`config.mk`:
```
export PLATFORM = sky130hd
export DESIGN_NAME = pfld_raster
export DESIGN_NICKNAME = d
export VERILOG_FILES = /design/src/rtl/pfld_pkg.sv /design/src/rtl/pfld_raster.sv
export SDC_FILE = /design/constraint.sdc
export NUM_CORES = 1
export LEC_CHECK = 0
export BUFFER_PORTS_ARGS = -buffer_cell sky130_fd_sc_hd__buf_2
export CORE_UTILIZATION = 25
export DETAILED_ROUTE_END_ITERATION = 12
export SKIP_CTS_REPAIR_TIMING = 1
export SLEW_MARGIN = 20
export SYNTH_ARGS = -nofsm -noshare
export SYNTH_HDL_FRONTEND = slang
export SYNTH_SLANG_ARGS = --single-unit
export TNS_END_PERCENT = 5
```
`constraint.sdc`:
```
create_clock -name clk -period 7.5 [get_ports clk]
set_input_delay 1.125 -clock clk [delete_from_list [all_inputs] [get_ports clk]]
set_output_delay 1.125 -clock clk [all_outputs]
set_load 0.01 [all_outputs]
```
`src/rtl/pfld_pkg.sv`:
```
`default_nettype none
package pfld_pkg;

  localparam int STORE_DEPTH = 1024;
  localparam int ADDR_W      = 10;
  localparam int COORD_W     = 12;
  localparam int DELTA_W     = COORD_W + 1;
  localparam int ERR_W       = COORD_W + 2;
  localparam int IDX_W       = 12;
  localparam int DEF_WIDTH   = 128;
  localparam int DEF_HEIGHT  = 64;
  localparam int CFG_ADDR_W  = 3;

  localparam logic       REG_PEN_MODE = 1'b0;
  localparam logic [1:0] PEN_RESET    = 2'd1;

  typedef enum logic [1:0] {
    OP_LINE  = 2'd0,
    OP_READ  = 2'd1,
    OP_CLEAR = 2'd2
  } op_t;

  typedef enum logic [1:0] {
    PEN_CLEAR  = 2'd0,
    PEN_SET    = 2'd1,
    PEN_TOGGLE = 2'd2
  } pen_t;

  typedef enum logic [3:0] {
    ST_CLEAR,
    ST_IDLE,
    ST_SETUP,
    ST_ORDER,
    ST_PIXEL,
    ST_MODIFY,
    ST_READ,
    ST_READ_WAIT,
    ST_DONE
  } state_t;

  typedef struct packed {
    logic load;
    logic order;
    logic step;
  } raster_cmd_t;

  typedef struct packed {
    logic              on;
    logic              last;
    logic [ADDR_W-1:0] idx;
    logic [7:0]        mask;
  } pix_info_t;

  function automatic logic [7:0] apply_pen(input logic [1:0] pen, input logic [7:0] data,
                                           input logic [7:0] mask);
    logic [7:0] res;
    res = data;
    unique case (pen)
      PEN_CLEAR:  res = data & ~mask;
      PEN_SET:    res = data | mask;
      PEN_TOGGLE: res = data ^ mask;
      default:    res = data;
    endcase
    return res;
  endfunction

endpackage
`default_nettype wire

```
`src/rtl/pfld_raster.sv`:
```
`default_nettype none
module pfld_raster #(
  parameter int DISPLAY_WIDTH  = pfld_pkg::DEF_WIDTH,
  parameter int DISPLAY_HEIGHT = pfld_pkg::DEF_HEIGHT
) (
  input  wire logic                                clk,
  input  wire pfld_pkg::raster_cmd_t               cmd,
  input  wire logic signed [pfld_pkg::COORD_W-1:0] x_start,
  input  wire logic signed [pfld_pkg::COORD_W-1:0] y_start,
  input  wire logic signed [pfld_pkg::COORD_W-1:0] x_end,
  input  wire logic signed [pfld_pkg::COORD_W-1:0] y_end,
  output pfld_pkg::pix_info_t                      pix
);

  localparam int CW = pfld_pkg::COORD_W;
  localparam int DW = pfld_pkg::DELTA_W;
  localparam int EW = pfld_pkg::ERR_W;
  localparam int IW = pfld_pkg::IDX_W;

  logic signed [CW-1:0] a0, b0, a1, b1;
  logic signed [CW-1:0] a, b;
  logic                 steep;
  logic                 ystep_neg;
  logic signed [EW-1:0] err;
  logic [DW-1:0]        dx, dy, remain;

  // setup: steepness and axis swap
  logic signed [DW-1:0] ddx, ddy;
  logic [DW-1:0]        adx, ady;
  logic                 steep_in;

  always_comb begin
    ddx      = {x_end[CW-1], x_end} - {x_start[CW-1], x_start};
    ddy      = {y_end[CW-1], y_end} - {y_start[CW-1], y_start};
    adx      = ddx[DW-1] ? DW'(-ddx) : DW'(ddx);
    ady      = ddy[DW-1] ? DW'(-ddy) : DW'(ddy);
    steep_in = ady > adx;
  end

  // order: endpoints by increasing major axis
  logic signed [CW-1:0] sa0, sb0, sa1, sb1;
  logic signed [DW-1:0] ddb;
  logic [DW-1:0]        dx_in, dy_in;

  always_comb begin
    if (a0 > a1) begin
      sa0 = a1; sb0 = b1; sa1 = a0; sb1 = b0;
    end else begin
      sa0 = a0; sb0 = b0; sa1 = a1; sb1 = b1;
    end
    dx_in = DW'({sa1[CW-1], sa1} - {sa0[CW-1], sa0});
    ddb   = {sb1[CW-1], sb1} - {sb0[CW-1], sb0};
    dy_in = ddb[DW-1] ? DW'(-ddb) : DW'(ddb);
  end

  // step
  logic signed [EW-1:0] err_dec;
  always_comb begin
    err_dec = err - $signed({1'b0, dy});
  end

  always_ff @(posedge clk) begin
    if (cmd.load) begin
      steep <= steep_in;
      a0    <= steep_in ? y_start : x_start;
      b0    <= steep_in ? x_start : y_start;
      a1    <= steep_in ? y_end : x_end;
      b1    <= steep_in ? x_end : y_end;
    end else if (cmd.order) begin
      a         <= sa0;
      b         <= sb0;
      dx        <= dx_in;
      dy        <= dy_in;
      remain    <= dx_in;
      err       <= $signed({1'b0, dx_in >> 1});
      ystep_neg <= !(sb0 < sb1);
    end else if (cmd.step) begin
      a      <= a + CW'(1);
      remain <= remain - DW'(1);
      if (err_dec[EW-1]) begin
        b   <= ystep_neg ? b - CW'(1) : b + CW'(1);
        err <= err_dec + $signed({1'b0, dx});
      end else begin
        err <= err_dec;
      end
    end
  end

  // pixel position and store location
  logic signed [CW-1:0] px, py;
  logic [IW-1:0]        idx_full;
  logic                 on_disp;

  always_comb begin
    px       = steep ? b : a;
    py       = steep ? a : b;
    on_disp  = !px[CW-1] && (px < CW'(DISPLAY_WIDTH)) &&
               !py[CW-1] && (py < CW'(DISPLAY_HEIGHT));
    idx_full = IW'(px[CW-2:0]) + IW'(py[CW-2:3]) * IW'(DISPLAY_WIDTH);
    pix.on   = on_disp && (idx_full < IW'(pfld_pkg::STORE_DEPTH));
    pix.last = remain == '0;
    pix.idx  = idx_full[pfld_pkg::ADDR_W-1:0];
    pix.mask = 8'(1) << py[2:0];
  end

endmodule
`default_nettype wire

```
==> results.txt, run 1 <==
* Maximum clock skew at final layout: 0.00618 ns
- The number of global-route vias before repair came to 9200.
* Tightest Hold Check Type: flop to flop
- Dominant cell by count in the synthesized netlist: edfxtp_1
- In this run the mean area of a mapped cell was around 9 sq um.
* Worst-Skew Late Latency: around 0.42 ns
- For this design the top-level I/O count stands at about 70.
- The share of synthesized area in the top cell type comes to 0.336.
- The max-slew violation count is 0.
- Derived from the worst setup path, the maximum achievable clock frequency is approximately 150 MHz.
* Reg clk slew, reported paths: ~0.050 ns
* Clock buffer depth: 2
- Post-DRT Antenna Nets: 0
- Synth cell count leaders: edfxtp_1, inv_1, nor2_1
- Die outline width: 215 microns
- Yosys warning count: 0
* First DRT Iteration DRCs: approximately 450
- Summed over all instances, the cell type with the most area after synthesis is edfxtp_1.
- On the worst path, the slowest cell contributes a delay of 0.59 ns.
- Share of layout cells above drive strength 1: 0.120
- The flow ran to the end, and the final reports show no timing, DRC or antenna violations.
* Post-Route Setup TNS: 0 ns
* Clk sinks: between 100 and 150
- Summing over every cut layer, the via total after detailed routing is 8992.
* Wire length after detailed routing: about 29000 microns
- Pre-Repair DR Iteration Count: 4
- Setup repair after global routing left no endpoint under its margin.
- Across the run, the number of max-cap violations was 0.
- Layout area overhead: 14.0%
* Period utilization: 0.878
- The floorplan step defined a die boundary enclosing ~46000 sq um.
* Final design utilization: 0.291
* Synthesized netlist net count: ~1400
- Placeable core region: 44500 sq um
* Most frequently used flop master after synthesis: edfxtp_1
- Kind of end point of the critical path: flop
- The synthesized netlist contains 75 unique library cells.
- For the worst setup path, the data arrival time is a little under 7 ns.
* Final std cells w/o fill: 1919
- Total congestion overflow after global routing: 0
- Root cell of the clock tree: clkbuf_16
* GRT Util Overall: 0.127
- The H-tree was split into 4 levels.
- Diode count: 0
- Number of enable-type register cells in the synthesized netlist: roughly 130
- Initial core utilization: 0.255
- Mean number of vias per cell: roughly 4.7
- Pin count of the biggest net entering global routing: between 60 and 70
- Final-layout worst hold slack: ~0.71 ns
- Number of buffers created by CTS: 17
* Initial antenna violation count: 0
- Final layout net count: ~1500
- The slowest stage of the critical path belongs to the cell nor2_4.
- The share of the Yosys chip area taken by registers is 0.336.
- Dominant cell type by count on the critical path: a21oi_1
* Row cnt: 77
* Startpoint type of the worst setup path: input pin
- The congestion estimate from routability-driven global placement came to slightly below 0.9.
- Register bit count reported by yosys: 127
- Clock tree from TritonCTS: yes
- Input and output buffers added on the ports amount to slightly above 70.
- Setup violations remaining at the end of the flow were counted as 0.
- The routed design could run at a clock period as short as 6.58 ns.
* Wire length of the first global-routing pass: ~47000 microns
- STA puts the critical path data required time at between 7 and 8 ns.
- Once placement completed, the tool counted placed cells totaling roughly 1900.
- In this run the cell area of the synthesized design comes to 11400 sq um.
- Fraction of synthesis flops using an asynchronous set or reset pin: 0
* Worst relative slew slack: 0.281
- In this run the vertical extent of the chip is 215 microns.
- Drt wl/cell: about 15 microns
- The worst setup path is of the input pin to flop kind.
- The hold violation total from the final report was 0.
- The wire-length estimate of the detail-placed layout is around 23000 microns.
- Cell types occupying the most area after synthesis: edfxtp_1, ha_1, xnor2_1, mux2i_1, inv_1
- Of all nets on the critical path, the largest fanout is 27.
* Count of unresolved DRC violations after routing: 0
- For the pin with the worst max-slew slack, the measured transition is 1.08 ns.
* Cells after Synth: around 1300
[worst paths after layout]
| kind | from | end | slack, ns | cells past startpoint |
|---|---|---|---|---|
| setup / recovery | y_end[0] | a1[11]$_DFFE_PP_ | 0.92 | 31 |
| hold / removal | remain[0]$_DFFE_PP_ | remain[0]$_DFFE_PP_ | 0.71 | 1 |
| setup reg to reg | a0[11]$_DFFE_PP_ | remain[10]$_DFFE_PP_ | 2.64 | 17 |
| hold reg to reg | remain[0]$_DFFE_PP_ | remain[0]$_DFFE_PP_ | 0.71 | 1 |
[flip-flops by register name (all words and copies together), names as in the netlist]
register	cells
remain	13
err	14
a0	12
dy	13
b1	12
b0	12
dx	13
steep	1
a1	12
a	12
b	12
ystep_neg	1
[worst max-delay path: cells and delay by family]
family	cells	cell delay, ns
buffers and inverters	5	0.92
adders and majority gates	3	0.87
muxes	1	0.39
and+or+nand+nor	4	0.88
AOI/OAI and AO/OA	18	2.50
[logic make-up after synthesis]
kind of cell	count (synthesis)	synth area share
simple gates	371	0.155
buf+inv	164	0.0549
mux	96	0.0886
xor+xnor	120	0.0925
flops	127	0.336
fa+ha+maj	111	0.124
compound gates	268	0.150
[area by class of cell]
cell class              count  area, sq um
repair buffers             79          415
multi-input cells         966         6950
inverters                 126          473
well taps                 592          741
clock buffers              20          437
flip-flops and latches    127         3810
clock inverters             9          120
fillers                  4742        31600
[through the flow]
stage          setup WS (ns)  area (sq um)
2_1_floorplan          0.971         11400
3_3_place_gp           0.567         12400
3_5_place_dp           0.487         12400
4_1_cts                0.931         13000
5_1_grt                0.273         13000
6_report               0.918         13000
[cells in the final DEF, fill, tap and decap left out, drive strengths merged, types with 5 or more instances in the layout]
master,n
edfxtp,127
inv,126
nor2,119
nand2,107
ha,96
a21oi,83
xnor2,82
buf,79
o21ai,64
mux2i,59
xor2,38
mux2,37
nor3,29
nor2b,21
a21o,20
clkbuf,20
nand2b,19
a31oi,19
a21boi,17
nand3,12
or3,12
nor4,10
o21bai,9
o21a,9
maj3,9
nand4,8
o31ai,8
o211ai,7
and3,6
fa,6
a211oi,6
nor3b,6
clkinv,5
[per-layer routing]
| layer | vias to the layer above | share of wire | wire length (microns) | track usage |
|---|---|---|---|---|
| li1 | 4586 | - | - | - |
| met1 | 4228 | 0.46 | 13100 | 0.152 |
| met2 | 142 | 0.50 | 14300 | 0.230 |
| met3 | 36 | 0.028 | 815 | 0.0225 |
| met4 | 0 | 0.019 | 533 | 0.0374 |
| met5 | - | 0 | 0 | 0 |
Power of run 1 is left out: the tool's default activity adds up to more than one toggle a clock period on the data nets, which glitch-free logic cannot reach.
==> run 2, diff against run 1 <==
- MAX_ROUTING_LAYER: default -> met4
- PLACE_DENSITY: default -> 0.48
==> run 2 against run 1 <==
  * Critical path depth unchanged
  * Die area unchanged
  * Final cell count up 0.16%
  * Worst setup slack better by 0.18 ns
  * Sequential cell count unchanged
  * Clock skew up 0.0030 ns
  * Register-to-register slack about the same
  * Global-route usage up 0.95 points
==> results.txt, run 2 (same netlist as run 1, synthesis figures left out) <==
* Total die area: ~46000 sq um
* Maximum clock skew at final layout: just over 0.009 ns
* Wire length of the first global-routing pass: between 40000 and 50000 microns
- For this run, the total global-route usage over all layers was measured as 0.137.
* Longest individual stage delay on the worst path: around 0.39 ns
- CP Class: input pin to flop
- Startpoint type of the worst setup path: input pin
* Crit path required time: between 7 and 8 ns
* Arrival time of the worst setup path: roughly 6.6 ns
- Reg clk slew, reported paths: ~0.06 ns
* Commonest non-fill, non-tap cell in the layout: edfxtp_1
- Pin count of the biggest net entering global routing: between 50 and 60
- For this design the top-level I/O count stands at between 70 and 80.
- Diode count: 0
* Number of failing hold endpoints at the final stage: 0
- In this run the tightest slew margin relative to its limit is 0.314.
- TritonCTS created 17 clock buffers.
* Die outline width: between 200 and 250 microns
* First DRT Iteration DRCs: approximately 520
- Tightest Hold Check Type: flop to flop
- Among all stages on the critical path, the largest delay is contributed by fa_1.
- Root cell of the clock tree: clkbuf_16
- Period minus WS final: 6.41 ns
- The first TritonRoute pass finished after 5 iterations.
* Register with the most flip-flops: err
- Of the cells placed in the final design, the portion with a size suffix greater than 1 is 0.124.
- TritonCTS built the clock tree.
- Routability-driven placement finished with a final weighted congestion of ~0.86.
- For this run, the post-layout net count is 1471.
- Static timing analysis puts the maximum clock frequency at 156 MHz.
- Clock latency on the worst-skew pair, taken at its later pin, is 0.43 ns.
- Wire length after detailed routing: approximately 30000 microns
- Count of unresolved DRC violations after routing: 0
* Layout area overhead: 14.6%
- For this run the aggregate overflow at the end of global routing stands at 0.
* Period utilization: 0.854
* Die Height: about 220 microns
* Largest register FFs: 14
- The H-tree was split into 4 levels.
- STA classifies the critical path endpoint as a flop.
- Setup repair after global routing missed its margin: false
- Clk sinks: 127
- After floorplanning, the core was divided into slightly below 80 placement rows.
* Post-DRT Antenna Nets: 0
- Commonest cells after routing, fill and taps aside: edfxtp_1, inv_1, nor2_1
- Status: complete, no violations
* Count of input and output buffers: around 70
* Total via count after detailed routing: approximately 9000
- Total of endpoints with negative setup slack in the final report: 0
* Detailed placer's ending HPWL: around 24000 microns
- For this configuration, the core starts out at a cell density of 0.255.
- Placeable core region: between 40000 and 50000 sq um
- In the final timing run, aggregate negative setup slack is 0 ns.
- Drt wl/cell: around 16 microns
- Vias in the first global route: roughly 9000
* Clock buffer depth: 2
- Dominant cell type by count on the critical path: a21oi_1
- The number of antenna violations at the first check in global routing is 0.
* Slew @ Worst Pin: about 1 ns
- Pins Over Slew Limit: 0
- Mean number of vias per cell: between 4 and 5
* Maximum Capacitance Violations: 0
- Critical-path maximum fanout: 49
==> run 2: cell types whose count changed in the layout (fill, tap and decap cells not counted) <==
cell and delta:
clkbuf_1 -3, clkinv_4 +2, inv_6 +2, bufinv_16 +1
clkinvlp_4 +1, xor2_2 -1, xor2_4 +1
==> run 2: metal layers <==
layer / global-route usage / up-vias / wire (microns)
met2: 0.231 / 149 / 14700
met1: 0.168 / 4209 / 14100
met4: 0.0400 / 0 / 612
met3: 0.0212 / 25 / 937
li1: - / 4584 / -
met5: - / - / 0
==> run 2: layout make-up <==
cell class / count / area [sq um]
inverter: 126 / 473
clock buffer: 17 / 425
tap: 592 / 741
clock inverter: 15 / 193
timing repair buffer: 79 / 415
fill: 4733 / 31500
sequential: 127 / 3810
multi-input combinational: 966 / 6960
==> run 2: per-stage QoR <==
step	worst slack (ns)	instance area (sq um)	std cells	hold WS, ns	util
after floorplan	0.971	11400	1257	0.615	-
after global placement	0.696	12400	1890	0.679	0.278
after detailed placement	0.621	12400	1890	0.686	0.278
after CTS	1.09	13000	1922	0.705	0.292
after global routing	0.533	13000	1922	0.758	0.293
final	1.09	13000	1922	0.707	0.293
==> run 2: critical path: cells and delay by family <==
kind | cells | cell delay (ns)
adders and majority gates | 3 | 0.87
muxes | 1 | 0.38
buffers and inverters | 5 | 0.78
and+or+nand+nor | 4 | 0.34
AOI/OAI and AO/OA | 18 | 3.01
==> run 2: worst paths after layout <==
path	from	end	slack, ns	cells past startpoint
worst max-delay path	y_end[0]	b1[11]$_DFFE_PP_	1.09	31
worst min-delay path	remain[4]$_DFFE_PP_	remain[4]$_DFFE_PP_	0.71	2
worst max register to register	a0[11]$_DFFE_PP_	dy[11]$_DFFE_PP_	2.63	14
worst min register to register	remain[4]$_DFFE_PP_	remain[4]$_DFFE_PP_	0.71	2
Power of run 2 is left out for the same reason.
==> run 3, diff against run 2 <==
- CORE_ASPECT_RATIO: default -> 1.5
- GPL_TIMING_DRIVEN: default -> 0
==> run 3 against run 2 <==
  * Core utilization increased by 0.091 points
  * Non-clock buffer count increased by 31
  * Clock-buffer cell count unchanged
  * Worst setup slack got worse by 0.68 ns
  * Wire length increased by 13%
  * First-iteration DRC count decreased by 15%
  * Hold slack got worse by 0.039 ns
  * Sequential cell count unchanged
  * Die area about the same
  * Global-route usage increased by 1.9 points
  * Critical endpoint is now a0[8]$_DFFE_PP_
==> results.txt, run 3 (same netlist as run 1, synthesis figures left out) <==
- Global routing finished with a remaining overflow of 0.
* Number of buffers created by CTS: 17
* Total via count after detailed routing: roughly 9000
* Crit path buf inv count: 5
- Placeable core region: between 40000 and 50000 sq um
* Setup repair after global routing missed its margin: false
- In this run the critical register-to-register path is launched from a0[11]$_DFFE_PP_.
* Diode count: 0
- In the routed design, unresolved DRC markers number 0.
* Status: complete, no violations
- Of the available clock period, the critical path in the final layout requires 0.945.
- The worst setup path is launched from an input pin.
- The critical path crosses 31 cells after its start point.
- Detailed placer's ending HPWL: around 29000 microns
- The floorplan step set the die height to approximately 260 microns.
- Root cell of the clock tree: clkbuf_16
- Total die area: around 46000 sq um
- CP Class: input pin to flop
* Worst-Skew Late Latency: roughly 0.44 ns
- Vias in the first global route: 9634
* M3 GR Usage: 0.0185
* Pin count of the biggest net entering global routing: 52
- For this run, the total global-route usage over all layers was measured as 0.156.
* Commonest non-fill, non-tap cell in the layout: edfxtp_1
* Sequential cell area in the final layout: 3810 sq um
- From synthesis to final layout, the design area changed by 15.7%.
- The clock passes through at most 2 buffers.
- Setup slack on the worst reg-to-reg path comes out at 0.65 ns.
- Initial core utilization: 0.254
* Critical path startpoint: y_end[0]
- Using the TritonRoute via totals, the vias-per-cell ratio works out to 4.75.
* Met1 usage in global routing: 0.138
- Initial antenna violation count: 0
* F_max: about 140 MHz
- Count of input and output buffers: 70
- STA classifies the critical path endpoint as a flop.
* Commonest cells after routing, fill and taps aside: edfxtp_1, inv_1, nor2_1
- Crit path required time: 7.67 ns
* Die outline width: between 150 and 200 microns
- Final design utilization: 0.294
* Pins Over Slew Limit: 0
- The slowest stage of the critical path belongs to the cell o31ai_4.
* Final Wtd Congestion: about 0.95
* Worst flop-to-flop path endpoint: dy[7]$_DFFE_PP_
- After detailed routing, the average wire length per cell comes to ~18 microns.
- The routed design has 34100 microns of wire.
- For this run, the detailed router's first-pass iteration total came to 5.
- Wire length of the first global-routing pass: about 53000 microns
* Worst relative slew slack: 0.331
- Final layout net count: approximately 1500
- For this run, global-route usage on met2 was measured as 0.310.
- Counting cells, the worst reg-to-reg path comes to 20.
- Clock-pin slew was measured on the worst setup and hold paths at 0.06 ns.
- For the final database, setup skew stands at ~0.012 ns.
* Tightest Hold Check Type: flop to flop
* Register with the most flip-flops: err
* Number of failing hold endpoints at the final stage: 0
- At the pin with the least slew margin, the transition time is 1.00 ns.
* Post-DRT Antenna Nets: 0
- Min-delay src: remain[0]$_DFFE_PP_
- For this run, the slowest stage of the critical path takes 0.50 ns.
- Broken down by cell family, the worst path's largest delay share belongs to compound AO/OA/AOI/OAI gates.
- In the final layout, the share of cells above drive strength 1 is 0.120.
- Clock tree from TritonCTS: yes
- The layout has approximately 4700 filler cells.
- Critical-path maximum fanout: 10
* Arrival time of the worst setup path: 7.26 ns
- Total of endpoints with negative setup slack in the final report: 0
* Largest register FFs: 14
* Clk sinks: 127
- The H-tree generated during clock tree synthesis spans 4 levels.
* Dominant cell type by count on the critical path: a21oi_1
- After the first detailed-routing iteration, the DRC count stood at between 400 and 500.
* Ports placed on the boundary: a little over 70
- Period minus WS final: 7.09 ns
- The tool flagged a number of max-cap violations equal to 0.
- Global routing's busiest layer: met2
- Hold-critical path depth: 1
- The path with the worst hold slack has its endpoint at remain[0]$_DFFE_PP_.
* Area of the multi-input gates: 6960 sq um
- The floorplan has 95 rows.
-- run 3: final cells by class --
type / count / share of cell area
flip-flops and latches: 127 / 0.290
well taps: 582 / 0.0554
repair buffers: 72 / 0.0310
multi-input cells: 966 / 0.529
clock inverters: 15 / 0.0148
clock buffers: 17 / 0.0323
inverters: 126 / 0.0360
plain buffers: 38 / 0.0117
-- run 3: routing by layer --
| layer | up-vias | part of all wire |
|---|---|---|
| li1 | 4641 | - |
| met2 | 133 | 0.59 |
| met1 | 4393 | 0.35 |
| met5 | - | 0 |
| met3 | 59 | 0.018 |
| met4 | 0 | 0.045 |
-- run 3: worst max path at each step --
| stage | endpoint | slack (ns) |
|---|---|---|
| 4_1_cts | a0[8]$_DFFE_PP_ | -0.25 |
| 6_report | a0[8]$_DFFE_PP_ | 0.41 |
| 3_5_place_dp | a0[10]$_DFFE_PP_ | -0.68 |
| 5_1_grt | a0[8]$_DFFE_PP_ | 0.09 |
| 3_3_place_gp | a0[7]$_DFFE_PP_ | -1.05 |
| 2_1_floorplan | a0[10]$_DFFE_PP_ | 0.97 |
-- run 3: through the flow --
stage / setup TNS [ns] / hold WS (ns) / setup slack [ns] / cell area (sq um) / instances
floorplan: 0 / 0.615 / 0.971 / 11400 / 1257
global placement: -30.42 / 0.662 / -1.05 / 12400 / 1909
detailed placement: -11.56 / 0.669 / -0.680 / 12500 / 1911
CTS: -2.27 / 0.675 / -0.252 / 13100 / 1943
global route: 0 / 0.711 / 0.0866 / 13200 / 1943
finish: 0 / 0.668 / 0.413 / 13200 / 1943
-- run 3: worst reg2reg max path: stages (launching register included) --
cell and delay [ns]:
edfxtp_1 0.50, ha_1 0.47, nor3b_2 0.22, o22a_2 0.27, o211ai_4 0.17, o21ai_4 0.31, buf_2 0.36, buf_1 0.51
clkbuf_1 0.52, buf_1 0.59, a22oi_1 0.21, ha_1 0.25, a32oi_1 0.31, nand4_1 0.14, a31oi_1 0.27, nor3_1 0.14
a221oi_1 0.38, a211o_1 0.27, clkbuf_1 0.40, o31ai_1 0.17, xnor2_1 0.16
Power of run 3 is left out for the same reason.
